<file path="src/design/speech_gap_and_budget_planner_core_assert.svh">
// Assertion macros shared by the speech gap and budget planner RTL.
`ifndef SPEECH_GAP_AND_BUDGET_PLANNER_CORE_ASSERT_SVH
`define SPEECH_GAP_AND_BUDGET_PLANNER_CORE_ASSERT_SVH
`ifndef NO_ASSERTIONS
`define SGBP_ASSERT(label, clk, rst_n, expr, msg) \
  label: assert property (@(posedge clk) disable iff (!rst_n) (expr)) else $error(msg);
`define SGBP_ASSERT_IMP(label, clk, rst_n, ante, cons, msg) \
  label: assert property (@(posedge clk) disable iff (!rst_n) (ante) |-> (cons)) \
    else $error(msg);
`define SGBP_ASSERT_NXT(label, clk, rst_n, ante, cons, msg) \
  label: assert property (@(posedge clk) disable iff (!rst_n) (ante) |=> (cons)) \
    else $error(msg);
`else
`define SGBP_ASSERT(label, clk, rst_n, expr, msg)
`define SGBP_ASSERT_IMP(label, clk, rst_n, ante, cons, msg)
`define SGBP_ASSERT_NXT(label, clk, rst_n, ante, cons, msg)
`endif
`endif

</file>
<file path="src/design/sgbp_pkg.sv">
// Types and constants of the speech gap and budget planner.
`default_nettype none
package sgbp_pkg;

  localparam int unsigned CFG_IDX_W  = 3;
  localparam int unsigned CFG_DATA_W = 13;

  localparam logic [10:0] PAUSE_CAP_MS  = 11'd1500;
  localparam logic [31:0] MIN_WINDOW_MS = 32'd400;
  localparam logic [12:0] RATE_FLOOR_Q8 = 13'd26;
  localparam logic [23:0] TARGET_MAX    = 24'hFFFFFF;
  localparam logic [25:0] MAXU_MAX      = 26'h3FFFFFF;
  // (prod + 1000 * 2^15) >> 16, then / 1000 as >> 3 and / 125
  localparam logic [25:0] ROUND_BIAS    = 26'd32768000;
  localparam logic [38:0] SAT_LIMIT     = 39'd16777216000;
  localparam logic [31:0] RECIP5        = 32'hCCCCCCCD;   // 2^34 / 5, rounded up
  localparam logic [31:0] RECIP125      = 32'd2199023256; // 2^38 / 125, rounded up

  localparam logic [10:0] THR_RESET   = 11'd300;
  localparam logic [12:0] RATE_RESET  = 13'd3584;
  localparam logic [8:0]  SAFE_RESET  = 9'd230;
  localparam logic [7:0]  LOWER_RESET = 8'd51;
  localparam logic [9:0]  UPPER_RESET = 10'd51;

  localparam int unsigned QUEUE_DEPTH = 4;
  localparam int unsigned QPTR_W      = $clog2(QUEUE_DEPTH);

  typedef enum logic [CFG_IDX_W-1:0] {
    CFG_THRESHOLD,
    CFG_RATE,
    CFG_SAFETY,
    CFG_LOWER_TOL,
    CFG_UPPER_TOL
  } cfg_idx_e;

  typedef enum logic [1:0] {
    KIND_LEAD,
    KIND_INTERNAL,
    KIND_TRAIL,
    KIND_BUDGET
  } kind_e;

  typedef struct packed {
    logic [10:0] threshold;
    logic [12:0] rate;
    logic [8:0]  safety;
    logic [7:0]  lower_tol;
    logic [9:0]  upper_tol;
  } cfg_t;

  typedef struct packed {
    kind_e              kind;
    logic signed [32:0] offset;
    logic [10:0]        dur;
    logic [31:0]        slot;
    logic               has_words;
  } entry_t;

endpackage
`default_nettype wire

</file>
<file path="src/design/sgbp_in_if.sv">
// Word item channel.
`default_nettype none
interface sgbp_in_if;
  logic        valid;
  logic        ready;
  logic [31:0] segment_start_ms;
  logic [31:0] segment_end_ms;
  logic        has_word;
  logic [31:0] word_start_ms;
  logic [31:0] word_end_ms;
  logic        last_word;

  modport source (
    output valid, segment_start_ms, segment_end_ms, has_word, word_start_ms,
           word_end_ms, last_word,
    input  ready
  );
  modport sink (
    input  valid, segment_start_ms, segment_end_ms, has_word, word_start_ms,
           word_end_ms, last_word,
    output ready
  );
endinterface
`default_nettype wire

</file>
<file path="src/design/sgbp_front.sv">
// Front end: takes word items, tracks segment state, queues pauses and budget requests.
`default_nettype none
module sgbp_front (
  input  wire logic           clk_i,
  input  wire logic           rst_ni,
  sgbp_in_if.sink             items_i,
  input  wire sgbp_pkg::cfg_t cfg_i,
  output logic                push_o,
  output sgbp_pkg::entry_t    push_data_o,
  input  wire logic           full_i
);

  typedef enum logic [1:0] {
    FS_IDLE,
    FS_WORD,
    FS_TRAIL,
    FS_BUDGET
  } fstate_e;

  fstate_e     state_q;
  logic [31:0] seg_start_q, seg_end_q, ws_q, we_q;
  logic        has_word_q, last_q;
  logic [31:0] prev_end_q;
  logic        have_prev_q, saw_word_q;

  logic [32:0]        lead_diff, gap_diff, sel_diff, trail_diff, slot_diff;
  logic signed [32:0] prev_off;
  logic [31:0]        word_len, trail_len, thr32, slot;
  logic               word_valid, word_hit, trail_hit, advance;

  function automatic logic [10:0] cap_len(input logic [31:0] len);
    cap_len = (len > 32'(sgbp_pkg::PAUSE_CAP_MS)) ? sgbp_pkg::PAUSE_CAP_MS : len[10:0];
  endfunction

  assign items_i.ready = (state_q == FS_IDLE);

  always_comb begin
    thr32      = {21'b0, cfg_i.threshold};
    word_valid = has_word_q && (we_q > ws_q);
    lead_diff  = {1'b0, ws_q} - {1'b0, seg_start_q};
    gap_diff   = {1'b0, ws_q} - {1'b0, prev_end_q};
    sel_diff   = have_prev_q ? gap_diff : lead_diff;
    word_len   = sel_diff[32] ? '0 : sel_diff[31:0];
    // a negative internal gap is an overlap, never a pause
    word_hit   = word_valid && !(have_prev_q && sel_diff[32]) && (word_len >= thr32);
    prev_off   = signed'({1'b0, prev_end_q} - {1'b0, seg_start_q});
    trail_diff = {1'b0, seg_end_q} - {1'b0, prev_end_q};
    trail_len  = trail_diff[32] ? '0 : trail_diff[31:0];
    trail_hit  = have_prev_q && (trail_len >= thr32);
    slot_diff  = {1'b0, seg_end_q} - {1'b0, seg_start_q};
    slot       = (slot_diff[32] || (slot_diff[31:0] == '0)) ? 32'd1 : slot_diff[31:0];
  end

  always_comb begin
    push_o                = 1'b0;
    advance               = 1'b0;
    push_data_o.kind      = sgbp_pkg::KIND_LEAD;
    push_data_o.offset    = '0;
    push_data_o.dur       = '0;
    push_data_o.slot      = '0;
    push_data_o.has_words = 1'b0;
    case (state_q)
      FS_WORD: begin
        push_o             = word_hit && !full_i;
        advance            = !word_hit || !full_i;
        push_data_o.kind   = have_prev_q ? sgbp_pkg::KIND_INTERNAL : sgbp_pkg::KIND_LEAD;
        push_data_o.offset = have_prev_q ? prev_off : '0;
        push_data_o.dur    = cap_len(word_len);
      end
      FS_TRAIL: begin
        push_o             = trail_hit && !full_i;
        advance            = !trail_hit || !full_i;
        push_data_o.kind   = sgbp_pkg::KIND_TRAIL;
        push_data_o.offset = prev_off;
        push_data_o.dur    = cap_len(trail_len);
      end
      FS_BUDGET: begin
        push_o                = !full_i;
        advance               = !full_i;
        push_data_o.kind      = sgbp_pkg::KIND_BUDGET;
        push_data_o.slot      = slot;
        push_data_o.has_words = saw_word_q;
      end
      default: begin
        push_o  = 1'b0;
        advance = 1'b0;
      end
    endcase
  end

  always_ff @(posedge clk_i) begin
    if (items_i.valid && items_i.ready) begin
      seg_start_q <= items_i.segment_start_ms;
      seg_end_q   <= items_i.segment_end_ms;
      has_word_q  <= items_i.has_word;
      ws_q        <= items_i.word_start_ms;
      we_q        <= items_i.word_end_ms;
      last_q      <= items_i.last_word;
    end
  end

  always_ff @(posedge clk_i or negedge rst_ni) begin
    if (!rst_ni) begin
      state_q     <= FS_IDLE;
      prev_end_q  <= '0;
      have_prev_q <= 1'b0;
      saw_word_q  <= 1'b0;
    end else begin
      case (state_q)
        FS_IDLE: begin
          if (items_i.valid) begin
            state_q <= FS_WORD;
          end
        end
        FS_WORD: begin
          if (advance) begin
            if (has_word_q) begin
              saw_word_q <= 1'b1;
            end
            if (word_valid) begin
              have_prev_q <= 1'b1;
              if (!have_prev_q || (we_q > prev_end_q)) begin
                prev_end_q <= we_q;
              end
            end
            state_q <= last_q ? FS_TRAIL : FS_IDLE;
          end
        end
        FS_TRAIL: begin
          if (advance) begin
            state_q <= FS_BUDGET;
          end
        end
        FS_BUDGET: begin
          if (advance) begin
            prev_end_q  <= '0;
            have_prev_q <= 1'b0;
            saw_word_q  <= 1'b0;
            state_q     <= FS_IDLE;
          end
        end
        default: begin
          state_q <= FS_IDLE;
        end
      endcase
    end
  end

endmodule
`default_nettype wire

</file>
<file path="src/flat_wrapper.sv">
// flat-port wrapper written by rule: the top's interface ports become plain ports
module sgbp_front_flat 
  (clk_i, rst_ni, cfg_i, push_o, push_data_o, full_i, items_i_valid, items_i_segment_start_ms, items_i_segment_end_ms, items_i_has_word, items_i_word_start_ms, items_i_word_end_ms, items_i_last_word, items_i_ready);
  sgbp_in_if items_i_i ();
  input  wire logic clk_i;
  input  wire logic rst_ni;
  input  wire sgbp_pkg::cfg_t cfg_i;
  output logic push_o;
  output sgbp_pkg::entry_t push_data_o;
  input  wire logic full_i;
  input wire logic [$bits(items_i_i.valid)-1:0] items_i_valid;
  input wire logic [$bits(items_i_i.segment_start_ms)-1:0] items_i_segment_start_ms;
  input wire logic [$bits(items_i_i.segment_end_ms)-1:0] items_i_segment_end_ms;
  input wire logic [$bits(items_i_i.has_word)-1:0] items_i_has_word;
  input wire logic [$bits(items_i_i.word_start_ms)-1:0] items_i_word_start_ms;
  input wire logic [$bits(items_i_i.word_end_ms)-1:0] items_i_word_end_ms;
  input wire logic [$bits(items_i_i.last_word)-1:0] items_i_last_word;
  output wire logic [$bits(items_i_i.ready)-1:0] items_i_ready;
  assign items_i_i.valid = items_i_valid;
  assign items_i_i.segment_start_ms = items_i_segment_start_ms;
  assign items_i_i.segment_end_ms = items_i_segment_end_ms;
  assign items_i_i.has_word = items_i_has_word;
  assign items_i_i.word_start_ms = items_i_word_start_ms;
  assign items_i_i.word_end_ms = items_i_word_end_ms;
  assign items_i_i.last_word = items_i_last_word;
  assign items_i_ready = items_i_i.ready;
  sgbp_front u_core (.clk_i(clk_i), .rst_ni(rst_ni), .items_i(items_i_i), .cfg_i(cfg_i), .push_o(push_o), .push_data_o(push_data_o), .full_i(full_i));
endmodule
</file>
<file path="config.mk">
export PLATFORM = sky130hd
export DESIGN_NAME = sgbp_front_flat
export DESIGN_NICKNAME = d
export VERILOG_FILES = /design/src/design/speech_gap_and_budget_planner_core_assert.svh /design/src/design/sgbp_pkg.sv /design/src/design/sgbp_in_if.sv /design/src/design/sgbp_front.sv /design/src/flat_wrapper.sv
export SDC_FILE = /design/constraint.sdc
export NUM_CORES = 1
export LEC_CHECK = 0
export ABC_CLOCK_PERIOD_IN_PS = 19100
export BUFFER_PORTS_ARGS = -buffer_cell sky130_fd_sc_hd__buf_2
export CORE_MARGIN = 2
export CORE_UTILIZATION = 50
export CTS_CLUSTER_DIAMETER = 30
export DETAILED_ROUTE_END_ITERATION = 16
export GPL_ROUTABILITY_DRIVEN = 0
export PLACE_DENSITY = 0.73
export SYNTH_ARGS = -nofsm -noshare
export SYNTH_HDL_FRONTEND = slang
export SYNTH_SLANG_ARGS = --single-unit
</file>
<file path="constraint.sdc">
create_clock -name clk_i -period 19.1 [get_ports clk_i]
set_clock_uncertainty 0.15 [all_clocks]
set_input_delay 1.91 -clock clk_i [delete_from_list [all_inputs] [get_ports clk_i]]
set_output_delay 1.91 -clock clk_i [all_outputs]
set_load 0.05 [all_outputs]
</file>
==> metrics.md <==
| Metric | Value |
|---|---|
| Sequential share of the synthesized area | 29.83% |
| First-pass GRT wire length | 76.87 mm |
| Number of port buffers | 225 |
| Most numerous cell in the Yosys netlist | ha_1 |
| Slew @ Worst Pin | 907.4 ps |
| Max-Cap Viols | 0 |
| CTS tree | built |
| EDFF count, synth | 130 |
| Site Rows | 65 |
| Setup violators final | 0 |
| Max Freq | 0.1055 GHz |
| Final Cycle Share | 49.63% |
| Status | complete, no violations |
| YS warnings | 0 |
| Hold_buf cts | 0 |
| P_leak | 8.559 nW |
| Fin crit period | 9479 ps |
| Adder-cell area share of the yosys netlist | 17.43% |
| Synth Area in Simple Gates | 17.03% |
| Synth Cell Area | 16110 µm² |
| Post-CTS setup buffer count | 0 |
| RSZ-0062 raised after global routing | no |
| Layout area overhead | 12.97% |
| Starting Density | 50.92% |
| Remaining DRCs | 0 |
| Post-DR wirelength/cell | 20.52 µm |
| Width of the die | 183.5 µm |
| Max H-tree Level | 4 |
| Placed cell count | 2385 |
| Via density | 6.278 |
| Routed Antenna Nets | 0 |
| Mux cell area share after synthesis | 2.493% |
| Fraction of registers with async set/reset | 21.69% |
| Layout net count | 2409 |
| Worst Hold Class | flip-flop to flip-flop |
| Main synth FF type | edfxtp_1 |
| Top cell type by total area after synthesis | edfxtp_1 |
| Fin. Hold Viols | 0 |
| Post-synth top cells | ha_1, inv_1, nor2_1 |
| DR iter-0 viols | 1627 |
| Worst Setup End Kind | output port |
| Synth Area in Compound Gates | 23.87% |
| Longest Clk Path Bufs | 2 |
| N_diodes | 0 |
| R2R depth | 25 |
| Root Buffer | clkbuf_16 |
| Setup TNS | 0 ps |
| Post-synthesis cell type count | 95 |
| Synth Register Bits | 166 |
| Die Span Y | 183.5 µm |
| Critical path class | flip-flop to output port |
| Worst hold stages | 1 |
| Xor/xnor share of the synthesized area | 4.404% |
| IO Pins | 266 |
| DP HPWL | 40.65 mm |
| Top-area cell type share of the netlist area | 24.23% |
| Synth area leaders | edfxtp_1, ha_1, dfrtp_1, a21oi_1, inv_1 |
| Final Power | 3.837 mW |
| Layout cell share with drive strength beyond 1 | 14.99% |
| Type of origin of the critical path | flip-flop |
| Overflow after GRT | 0 |
| P per Cell Area | 210.8 nW/µm² |
| Vias | 15170 |
| Syn nets | 2206 |
| Vias in the first global route | 14480 |
| CTS sink cnt | 166 |
| Core footprint | 31640 µm² |
| CP max FO | 39 |
| Layout Cells excl Fill | 2417 |
| Largest family of logic cells by synthesized area | compound AO/OA/AOI/OAI gates |
| DRT Pass-1 Iters | 6 |
| CTS clk-pin slew, worst paths | 80 ps |
| Largest net degree at the start of global routing | 73 |
| CP required | 17040 ps |
| Initial antenna violation count | 0 |
| Drt total wl | 49.60 mm |
| Die area | 33670 µm² |
| Post-Syn Instances | 1799 |
| CTS buffer count | 17 |
| Slew Viols, Final | 0 |
| Syn avg cell area | 8.955 µm² |
| Critical path arrival | 7420 ps |
| Worst-Skew Late Latency | 470 ps |
| Worst slew margin | 39.37% |
| Resized cells post-CTS | 0 |
| Gr usage total | 29.43% |
| VDD IR max | 115.4 µV |
worst max-delay path: stages (launching register included):
cell	delay [ps]
dfrtp_2	370
buf_4	520
mux2_2	290
ha_1	200
inv_1	70
fa_1	420
a211oi_1	230
o21bai_1	210
o21ai_0	370
a31oi_1	260
a21o_1	250
a311oi_1	660
nor2_1	260
and2_1	250
ha_1	290
a21o_1	110
a21o_1	100
a21oi_1	60
o21ai_0	240
o2111ai_1	160
a21oi_1	150
o211ai_1	100
a31oi_1	390
or3_4	250
a21oi_1	70
nor3_1	310
buf_2	340
power breakdown:
part / total (mW) / internal (mW) / switching, mW / leakage (nW)
clock network: 0.375 / 0.201 / 0.174 / 0.306
logic: 2.82 / 1.02 / 1.80 / 6.57
registers: 0.639 / 0.513 / 0.126 / 1.68
total: 3.84 / 1.73 / 2.10 / 8.56
registers in the layout, indices dropped and copies added (netlist names), named ones only:
register and cells:
u_core.seg_start_q 32, u_core.prev_end_q 32, u_core.state_q 1, u_core.has_word_q 1
u_core.seg_end_q 32, u_core.saw_word_q 1, u_core.have_prev_q 1, u_core.last_q 1
u_core.ws_q 32, u_core.we_q 32
through the flow:
stage                     util (%)  setup slack, ps  hold slack [ps]  cell area, µm²
final                        57.52             9621            388.6           18200
after global routing         57.52             9449            404.5           18200
after CTS                    57.52             9746            394.9           18200
after detailed placement     55.53            10280            378.3           17570
after global placement       55.53            10320            332.7           17570
after floorplan                  -            10900            319.2           16110
placed cells by master (no fill, tap or decap), types with 35 or more instances in the layout:
master,synthesis,layout
a21oi_1,132,132
inv_1,155,155
a21o_1,77,77
and2_1,37,36
edfxtp_1,130,130
nand3_1,35,35
nand2_1,92,92
nor3_1,37,37
nor2_1,147,147
buf_2,11,225
xnor2_1,47,47
mux2i_1,39,39
a22o_1,35,35
ha_1,218,218
nand4_1,41,41
dfrtp_1,36,35
o21ai_0,82,82
worst paths after layout:
kind | endpoint | slack [ps] | startpoint
min in group asynchronous | u_core.prev_end_q[5] | 1400 | rst_ni
worst min register to register | u_core.prev_end_q[0] | 390 | u_core.we_q[0]
worst max register to register | u_core.prev_end_q[28] | 11450 | u_core.have_prev_q
worst max-delay path | push_o | 9620 | u_core.have_prev_q
max in group asynchronous | u_core.have_prev_q | 16800 | rst_ni
worst min-delay path | u_core.prev_end_q[0] | 390 | u_core.we_q[0]
per-layer routing:
layer / vias to the layer above / wire, µm / track usage [%]
met2: 723 / 21650 / 46.02
met5: - / 0 / 0
met3: 112 / 4606 / 4.794
met1: 7174 / 21510 / 40.67
met4: 0 / 1832 / 11.87
li1: 7164 / - / -
kinds of logic (layout without fill, tap and decap cells):
group,count (synthesis),after routing
AO/OA/AOI/OAI,556,556
AND/OR/NAND/NOR,533,533
adder cells (fa/ha/maj),222,222
buffers and inverters,201,417
flip-flops,166,166
XOR/XNOR,81,81
multiplexers,40,40
layout make-up:
type | instances | area, µm²
Inverter | 155 | 581.8
Multi-Input combinational cell | 1432 | 10510
Clock inverter | 15 | 206.4
Clock buffer | 17 | 425.4
Timing Repair Buffer | 230 | 1164
Tap cell | 402 | 503.0
Sequential cell | 166 | 4806
Fill cell | 2762 | 13440
(Power assumes the default switching activity.)
