==> config.mk <==
export PLATFORM = sky130hd
export DESIGN_NAME = sgbp_queue
export DESIGN_NICKNAME = d
export VERILOG_FILES = /design/src/design/sgbp_pkg.sv /design/src/design/sgbp_queue.sv
export VERILOG_INCLUDE_DIRS = /design/src /design/src/design
export SDC_FILE = /design/constraint.sdc
export NUM_CORES = 1
export LEC_CHECK = 0
export BUFFER_PORTS_ARGS = -buffer_cell sky130_fd_sc_hd__buf_2
export CORE_ASPECT_RATIO = 0.6
export CORE_MARGIN = 10
export CORE_UTILIZATION = 51
export CTS_CLUSTER_SIZE = 20
export DETAILED_ROUTE_END_ITERATION = 6
export PLACE_DENSITY = 0.75
export SETUP_SLACK_MARGIN = 0.2
export SLEW_MARGIN = 30
export SYNTH_ARGS = -nofsm -noshare
export SYNTH_HDL_FRONTEND = slang
export SYNTH_SLANG_ARGS = --single-unit
==> constraint.sdc <==
create_clock -name clk_i -period 3 [get_ports clk_i]
set_input_delay 0.3 -clock clk_i [delete_from_list [all_inputs] [get_ports clk_i]]
set_output_delay 0.3 -clock clk_i [all_outputs]
set_load 0.01 [all_outputs]
==> src/design/speech_gap_and_budget_planner_core_assert.svh <==
// Assertion macros shared by the speech gap and budget planner RTL.
`ifndef SPEECH_GAP_AND_BUDGET_PLANNER_CORE_ASSERT_SVH
`define SPEECH_GAP_AND_BUDGET_PLANNER_CORE_ASSERT_SVH
`ifndef NO_ASSERTIONS
`define SGBP_ASSERT(label, clk, rst_n, expr, msg) \
  label: assert property (@(posedge clk) disable iff (!rst_n) (expr)) else $error(msg);
`define SGBP_ASSERT_IMP(label, clk, rst_n, ante, cons, msg) \
  label: assert property (@(posedge clk) disable iff (!rst_n) (ante) |-> (cons)) \
    else $error(msg);
`define SGBP_ASSERT_NXT(label, clk, rst_n, ante, cons, msg) \
  label: assert property (@(posedge clk) disable iff (!rst_n) (ante) |=> (cons)) \
    else $error(msg);
`else
`define SGBP_ASSERT(label, clk, rst_n, expr, msg)
`define SGBP_ASSERT_IMP(label, clk, rst_n, ante, cons, msg)
`define SGBP_ASSERT_NXT(label, clk, rst_n, ante, cons, msg)
`endif
`endif

==> src/design/sgbp_pkg.sv <==
// Types and constants of the speech gap and budget planner.
`default_nettype none
package sgbp_pkg;

  localparam int unsigned CFG_IDX_W  = 3;
  localparam int unsigned CFG_DATA_W = 13;

  localparam logic [10:0] PAUSE_CAP_MS  = 11'd1500;
  localparam logic [31:0] MIN_WINDOW_MS = 32'd400;
  localparam logic [12:0] RATE_FLOOR_Q8 = 13'd26;
  localparam logic [23:0] TARGET_MAX    = 24'hFFFFFF;
  localparam logic [25:0] MAXU_MAX      = 26'h3FFFFFF;
  // (prod + 1000 * 2^15) >> 16, then / 1000 as >> 3 and / 125
  localparam logic [25:0] ROUND_BIAS    = 26'd32768000;
  localparam logic [38:0] SAT_LIMIT     = 39'd16777216000;
  localparam logic [31:0] RECIP5        = 32'hCCCCCCCD;   // 2^34 / 5, rounded up
  localparam logic [31:0] RECIP125      = 32'd2199023256; // 2^38 / 125, rounded up

  localparam logic [10:0] THR_RESET   = 11'd300;
  localparam logic [12:0] RATE_RESET  = 13'd3584;
  localparam logic [8:0]  SAFE_RESET  = 9'd230;
  localparam logic [7:0]  LOWER_RESET = 8'd51;
  localparam logic [9:0]  UPPER_RESET = 10'd51;

  localparam int unsigned QUEUE_DEPTH = 4;
  localparam int unsigned QPTR_W      = $clog2(QUEUE_DEPTH);

  typedef enum logic [CFG_IDX_W-1:0] {
    CFG_THRESHOLD,
    CFG_RATE,
    CFG_SAFETY,
    CFG_LOWER_TOL,
    CFG_UPPER_TOL
  } cfg_idx_e;

  typedef enum logic [1:0] {
    KIND_LEAD,
    KIND_INTERNAL,
    KIND_TRAIL,
    KIND_BUDGET
  } kind_e;

  typedef struct packed {
    logic [10:0] threshold;
    logic [12:0] rate;
    logic [8:0]  safety;
    logic [7:0]  lower_tol;
    logic [9:0]  upper_tol;
  } cfg_t;

  typedef struct packed {
    kind_e              kind;
    logic signed [32:0] offset;
    logic [10:0]        dur;
    logic [31:0]        slot;
    logic               has_words;
  } entry_t;

endpackage
`default_nettype wire

==> src/design/sgbp_queue.sv <==
// Short queue of classified entries between front and back.
`default_nettype none
`include "speech_gap_and_budget_planner_core_assert.svh"
module sgbp_queue (
  input  wire logic             clk_i,
  input  wire logic             rst_ni,
  input  wire logic             push_i,
  input  wire sgbp_pkg::entry_t push_data_i,
  output logic                  full_o,
  input  wire logic             pop_i,
  output sgbp_pkg::entry_t      head_o,
  output logic                  empty_o
);

  sgbp_pkg::entry_t                 mem_q [sgbp_pkg::QUEUE_DEPTH];
  logic [sgbp_pkg::QPTR_W-1:0]      wr_ptr_q, rd_ptr_q;
  logic [sgbp_pkg::QPTR_W:0]        count_q;

  assign full_o  = (count_q == (sgbp_pkg::QPTR_W+1)'(sgbp_pkg::QUEUE_DEPTH));
  assign empty_o = (count_q == '0);
  assign head_o  = mem_q[rd_ptr_q];

  always_ff @(posedge clk_i) begin
    if (push_i) begin
      mem_q[wr_ptr_q] <= push_data_i;
    end
  end

  always_ff @(posedge clk_i or negedge rst_ni) begin
    if (!rst_ni) begin
      wr_ptr_q <= '0;
      rd_ptr_q <= '0;
      count_q  <= '0;
    end else begin
      if (push_i) begin
        wr_ptr_q <= wr_ptr_q + 1'b1;
      end
      if (pop_i) begin
        rd_ptr_q <= rd_ptr_q + 1'b1;
      end
      if (push_i && !pop_i) begin
        count_q <= count_q + 1'b1;
      end else if (pop_i && !push_i) begin
        count_q <= count_q - 1'b1;
      end
    end
  end

  `SGBP_ASSERT(a_no_overflow, clk_i, rst_ni, !(push_i && full_o), "push into full queue")
  `SGBP_ASSERT(a_no_underflow, clk_i, rst_ni, !(pop_i && empty_o), "pop from empty queue")
  `SGBP_ASSERT_NXT(a_count_up, clk_i, rst_ni, push_i && !pop_i, count_q == $past(count_q) + 1'b1, "queue count did not rise")

endmodule
`default_nettype wire

==> flow_metrics.env, run 1 <==
export IMPL_holdPathStages=1
export IMPL_core_um2=22970
export IMPL_path_clk_slew_ns=0.06
export IMPL_grt_max_degree=57
export IMPL_fmax_mhz=383.7
export IMPL_netlist_instances=447
export IMPL_finalCritPeriodShare_pct=86.87
export IMPL_ff2ff_setup_slack_ns=1.11
export IMPL_die_h_um=138.2
export IMPL_layout_nets=805
export IMPL_tritoncts="yes"
export IMPL_vias=5567
export IMPL_seq_area_frac_synth_pct=81.39
export IMPL_slew_headroom_pct=58.73
export IMPL_finalSetupViolations=0
export IMPL_r2r_end="mem_q[1][18]"
export IMPL_hpwl_um=14500
export IMPL_ys_warn_count=0
export IMPL_track_usage_pct=15.48
export IMPL_antenna_left=0
export IMPL_grt_setup_unrepaired="false"
export IMPL_holdPathEnd="mem_q[3][11]"
export IMPL_syn_mean_instance_area_um2=26.56
export IMPL_hold_viol=0
export IMPL_post_drt_wl_per_cell_um=22.47
export IMPL_grt_overflow=0
export IMPL_drv_slew=0
export IMPL_finClkSkew_ns=0.009550
export IMPL_rr_worst_depth=4
export IMPL_min_path_type="input port to register"
export IMPL_clk_latency_ns=0.53
export IMPL_syn_to_final_growth_pct=24.07
export IMPL_fin_setup_tns_ns=0
export IMPL_first_iter_violations=370
export IMPL_max_vdd_ir_drop_mv=0.7360
export IMPL_routabilityCongestion=0.6927
export IMPL_cts_htree_levels=1
export IMPL_routed_wl_um=23660
export IMPL_r2r_start="wr_ptr_q[1]"
export IMPL_syn_num_nets=536
export IMPL_cts_root_buffer="clkbuf_16"
export IMPL_worst_pin_slew_ns=0.6190
export IMPL_yosysUniqueCellTypes=19
export IMPL_portBuffers=163
export IMPL_grt_pass1_vias=6079
export IMPL_cp_max_fo=14
export IMPL_cts_sinks=323
export IMPL_endpoint_kind="output pin"
export IMPL_antenna_found_initial=3
export IMPL_avgViaCountPerCell=5.287
export IMPL_dieArea_um2=29990
export IMPL_hold_start="push_data_i[11]"
export IMPL_drc=0
export IMPL_layout_commonest_cell="edfxtp_1"
export IMPL_cts_made_buffers=29
export IMPL_initial_core_util_pct=51.69
export IMPL_clk_path_buf_depth=3
export IMPL_status="finished clean"
export IMPL_cts_resized=0
export IMPL_final_cell_mix="edfxtp_1, buf_2, mux4_2"
export IMPL_p_leak_uw=0.005095
export IMPL_drive_above_1_share_pct=41.22
export IMPL_fin_crit_ns=2.606
export IMPL_netlist_area_um2=11870
export IMPL_floorplan_rows=43
export IMPL_crit_required_ns=2.70
export IMPL_dr_pass1_iters=4
export IMPL_start_kind="register"
export IMPL_path_class="register to output pin"
export IMPL_grt_first_pass_wirelength_um=36250
export IMPL_synth_seq_cells=323
export IMPL_cap_violations=0
export IMPL_crit_arrival_ns=2.31
export IMPL_post_route_util_pct=64.13
export IMPL_die_width_um=217.0
export IMPL_powerDensity_nw_per_um2=927.5
export IMPL_io_pins=164
[flip-flops by register name, summed over array words and instances (netlist names)]
signal	cells
rd_ptr_q	2
count_q	3
mem_q	316
wr_ptr_q	2
[stage by stage]
stage	setup WS (ns)	cell area (µm²)	power [µW]	hold slack [ns]	cells
finish	0.3938	14730	13660	0.03640	1053
global route	0.2423	14730	14340	0.01703	1053
CTS	0.3225	14720	13890	0.009494	1050
detailed placement	0.7339	13050	10350	0.1412	921
global placement	0.7448	13050	10220	0.1379	921
floorplan	0.9626	11880	8907	0.004409	447
[cells in the mapped netlist]
master / count / area (µm²)
nor3b_1: 1 / 7.510
mux4_2: 79 / 1779
clkbuf_1: 1 / 3.750
edfxtp_1: 316 / 9489
xor2_1: 4 / 35.03
dfrtp_1: 7 / 175.2
buf_12: 8 / 160.2
ha_1: 5 / 62.56
mux2_2: 1 / 11.26
fa_1: 1 / 20.02
xnor2_1: 2 / 17.52
buf_2: 8 / 40.04
buf_6: 1 / 11.26
inv_1: 4 / 15.01
nor3_1: 1 / 5.000
nand2_1: 2 / 7.510
o21ai_0: 1 / 5.000
and2_1: 4 / 25.02
nor2_1: 1 / 3.750
[what timing repair did]
| action | CTS | global route |
|---|---|---|
| hold buffers | 78 | 0 |
| endpoints found under the hold margin | 312 | 0 |
| buffers inserted | 1 | 0 |
| endpoints found under the setup margin | 23 | 0 |
[per-layer routing]
layer	vias up	global-route usage, %	part of all wire, %	wire length (µm)
li1	2457	-	-	-
met1	2891	20.81	43	10070
met2	193	25.07	49	11530
met3	26	4.597	7.5	1772
met4	0	2.418	1.2	287
met5	-	0	0	0
[kinds of logic (layout without fill, tap and decap cells)]
kind of cell               count (synthesis)  in the layout  synth area share (%)
and+or+nand+nor                            9              9                0.4109
other                                      0              3                     0
muxes                                     80             80                 15.08
adders and majority gates                  6              6                0.6955
xor gates and xnor gates                   6              6                0.4426
buffers and inverters                     22            310                 1.939
AOI/OAI and AO/OA                          1              1               0.04211
DFF                                      323            323                 81.39
[worst max-delay path by stage]
| stage | start | endpoint | slack [ns] | cells after the start |
|---|---|---|---|---|
| 2_1_floorplan | wr_ptr_q[0] | mem_q[2][0] | 0.96 | 3 |
| 3_3_place_gp | rd_ptr_q[0] | head_o[41] | 0.74 | 3 |
| 3_5_place_dp | rd_ptr_q[0] | head_o[41] | 0.73 | 3 |
| 4_1_cts | rd_ptr_q[0] | head_o[41] | 0.32 | 3 |
| 5_1_grt | rd_ptr_q[0] | head_o[41] | 0.24 | 3 |
| 6_report | rd_ptr_q[0] | head_o[41] | 0.39 | 3 |
[area by class of cell]
class	instances	area, µm²
timing repair buffer	256	1792
inverter	4	15.01
clock inverter	9	71.32
multi-input combinational	102	1989
clock buffer	41	790.8
sequential	323	9672
tap	315	394.1
antenna	3	7.507
fill	1512	8242
[critical path, cell delays in order (launching register included)]
cell and delay [ns]:
dfrtp_4 0.63, buf_4 0.37, mux4_2 0.59, buf_2 0.17
[where the power goes]
part / total [µW] / leakage, µW / internal (µW) / switching [µW]
combinational: 3990 / 0.00169 / 1920 / 2070
clock: 3390 / 0.000423 / 1910 / 1480
sequential: 6280 / 0.00298 / 5900 / 378
Note: power is estimated with default switching activity, not from simulation.
==> run 2, diff against run 1 <==
--- a/config.mk
+++ b/config.mk
@@ -15,5 +15,5 @@
 export PLACE_DENSITY = 0.75
 export SETUP_SLACK_MARGIN = 0.2
-export SLEW_MARGIN = 30
+export SLEW_MARGIN = 10
 export SYNTH_ARGS = -nofsm -noshare
 export SYNTH_HDL_FRONTEND = slang
==> constraint.sdc (replaced) <==
create_clock -name clk_i -period 3 [get_ports clk_i]
set_input_delay 0.6 -clock clk_i [delete_from_list [all_inputs] [get_ports clk_i]]
set_output_delay 0.6 -clock clk_i [all_outputs]
set_load 0.01 [all_outputs]
==> run 2 against run 1 <==
Combinational power about the same. Utilization is 3.3 points lower. Clock power up 1%. Critical endpoint is now head_o[13]. Sequential share of layout area up 3.6 points. Critical path type unchanged. Register-to-register slack improved by 0.10 ns. Via count is 4.4% lower. Sequential power fell by 1%. Clock skew fell by 0.0012 ns. Maximum frequency is 3.2% lower. Total power down 0.66%. Wire length fell by 2.9%.
==> flow_metrics.env, run 2 (same netlist as run 1, synthesis figures left out) <==
export IMPL_finClkSkew_ns=0.008356
export IMPL_cts_root_buffer="clkbuf_16"
export IMPL_initial_core_util_pct=51.69
export IMPL_path_class="register to output pin"
export IMPL_fmax_mhz=371.3
export IMPL_cap_violations=0
export IMPL_track_usage_pct=15.25
export IMPL_finalSetupViolations=0
export IMPL_place_area_um2=13060
export IMPL_cp_max_fo=37
export IMPL_routed_wl_um=22980
export IMPL_antenna_found_initial=4
export IMPL_cts_made_buffers=29
export IMPL_cp_buffers_inverters=2
export IMPL_cts_htree_levels=1
export IMPL_fin_setup_tns_ns=0
export IMPL_first_iter_violations=285
export IMPL_dr_pass1_iters=4
export IMPL_cts_sinks=323
export IMPL_holdWs_ns=0.2868
export IMPL_max_stage_delay_ns=0.66
export IMPL_grt_busiest_layer="met2"
export IMPL_r2r_end="mem_q[1][24]"
export IMPL_drv_slew=0
export IMPL_post_drt_wl_per_cell_um=23.60
export IMPL_clk_latency_ns=0.53
export IMPL_worst_pin_slew_ns=0.4266
export IMPL_grt_setup_unrepaired="false"
export IMPL_grt_overflow=0
export IMPL_cp_cell_sequence="buf_12, mux4_2, buf_2"
export IMPL_dieArea_um2=29990
export IMPL_portBuffers=163
export IMPL_finalCritPeriodShare_pct=89.77
export IMPL_hpwl_um=14780
export IMPL_powerDensity_nw_per_um2=972.1
export IMPL_antenna_left=0
export IMPL_die_width_um=217.0
export IMPL_post_route_util_pct=60.78
export IMPL_pre_cts_ws_ns=0.7939
export IMPL_slew_headroom_pct=71.56
export IMPL_final_cell_mix="edfxtp_1, buf_2, mux4_2"
export IMPL_start_kind="register"
export IMPL_vias=5322
export IMPL_regMostFlops="mem_q"
export IMPL_routabilityCongestion=0.7040
export IMPL_fin_crit_ns=2.693
export IMPL_floorplan_rows=43
export IMPL_max_vdd_ir_drop_mv=0.6165
export IMPL_finalInstanceArea_um2=13960
export IMPL_core_um2=22970
export IMPL_clk_path_buf_depth=3
export IMPL_die_h_um=138.2
export IMPL_drive_above_1_share_pct=45.58
export IMPL_largestRegisters="mem_q (316), count_q (3)"
export IMPL_drc=0
export IMPL_crit_arrival_ns=2.09
export IMPL_grt_first_pass_wirelength_um=35450
export IMPL_grt_pass1_vias=5801
export IMPL_syn_to_final_growth_pct=17.60
export IMPL_holdPathEnd="mem_q[0][7]"
export IMPL_status="finished clean"
export IMPL_hold_start="push_data_i[7]"
export IMPL_grt_max_degree=47
export IMPL_post_cts_buffers=0
export IMPL_tritoncts="yes"
export IMPL_crit_family="flip-flops"
export IMPL_ff2ff_setup_slack_ns=1.21
export IMPL_gr_usage_met1_pct=21.07
export IMPL_hold_viol=0
export IMPL_grt_use_met3_pct=4.837
export IMPL_largest_reg_flops=316
export IMPL_grtUsageMet2_pct=23.68
export IMPL_layout_commonest_cell="edfxtp_1"
export IMPL_avgViaCountPerCell=5.464
export IMPL_slowest_stage="dfrtp_4"
export IMPL_endpoint_kind="output pin"
export IMPL_r2r_start="wr_ptr_q[1]"
export IMPL_postLayoutSetupSlackWorst_ns=0.3068
export IMPL_layout_nets=725
export IMPL_path_clk_slew_ns=0.06
export IMPL_holdPathStages=1
export IMPL_min_path_type="input port to register"
export IMPL_p_leak_uw=0.004763
export IMPL_io_pins=164
export IMPL_crit_required_ns=2.40
export IMPL_rr_worst_depth=4
==> run 2: changes by cell type in the layout (fill, tap and decap cells not counted), moves of 2 or more <==
cell	delta
buf_12	+2
clkinv_1	+3
clkbuf_8	-2
buf_4	-5
clkinv_2	-2
dlygate4sd3_1	-77
==> run 2: cell type report <==
| cell class | instances | area (µm²) |
|---|---|---|
| Fill cell | 1595 | 9010 |
| Sequential cell | 323 | 9672 |
| Inverter | 4 | 15.01 |
| Clock inverter | 13 | 118.9 |
| Tap cell | 315 | 394.1 |
| Timing Repair Buffer | 176 | 1007 |
| Clock buffer | 38 | 759.5 |
| Multi-Input combinational cell | 102 | 1989 |
| Antenna cell | 3 | 7.507 |
==> run 2: worst register-to-register path: stages (launching register included) <==
cell     delay [ns]
dfrtp_1        0.40
inv_1          0.11
ha_1           0.15
and2_4         0.42
buf_4          0.38
==> run 2: worst max path at each step <==
stage                     start          end  depth (start not counted)
detailed placement  rd_ptr_q[1]   head_o[12]                          3
global placement    rd_ptr_q[1]   head_o[12]                          3
floorplan           wr_ptr_q[0]  mem_q[2][0]                          3
global route        rd_ptr_q[0]   head_o[12]                          3
CTS                 rd_ptr_q[1]    head_o[9]                          3
finish              rd_ptr_q[1]   head_o[13]                          3
==> run 2: layer usage <==
metal  vias to the layer above  part of all wire, %
met5                         -                 0.17
met4                         6                  1.5
met3                        35                  8.9
met2                       188                   47
met1                      2790                   43
li1                       2303                    -
==> run 2: what timing repair did <==
action	CTS	global route
hold endpoints to repair	7	0
endpoints found under the setup margin	0	2
hold buffers	1	0
resized for setup	0	1
==> run 2: through the flow <==
step | instances | total power, µW
5_1_grt | 971 | 14260
4_1_cts | 971 | 13790
2_1_floorplan | 447 | 8907
3_5_place_dp | 919 | 10350
3_3_place_gp | 919 | 10240
6_report | 974 | 13570
==> run 2: where the power goes <==
part	total, µW	switching (µW)	internal, µW	leakage [µW]
clock network	3430	1480	1950	0.000423
logic	3960	2120	1840	0.00136
registers	6190	284	5910	0.00298
total	13600	3880	9690	0.00476
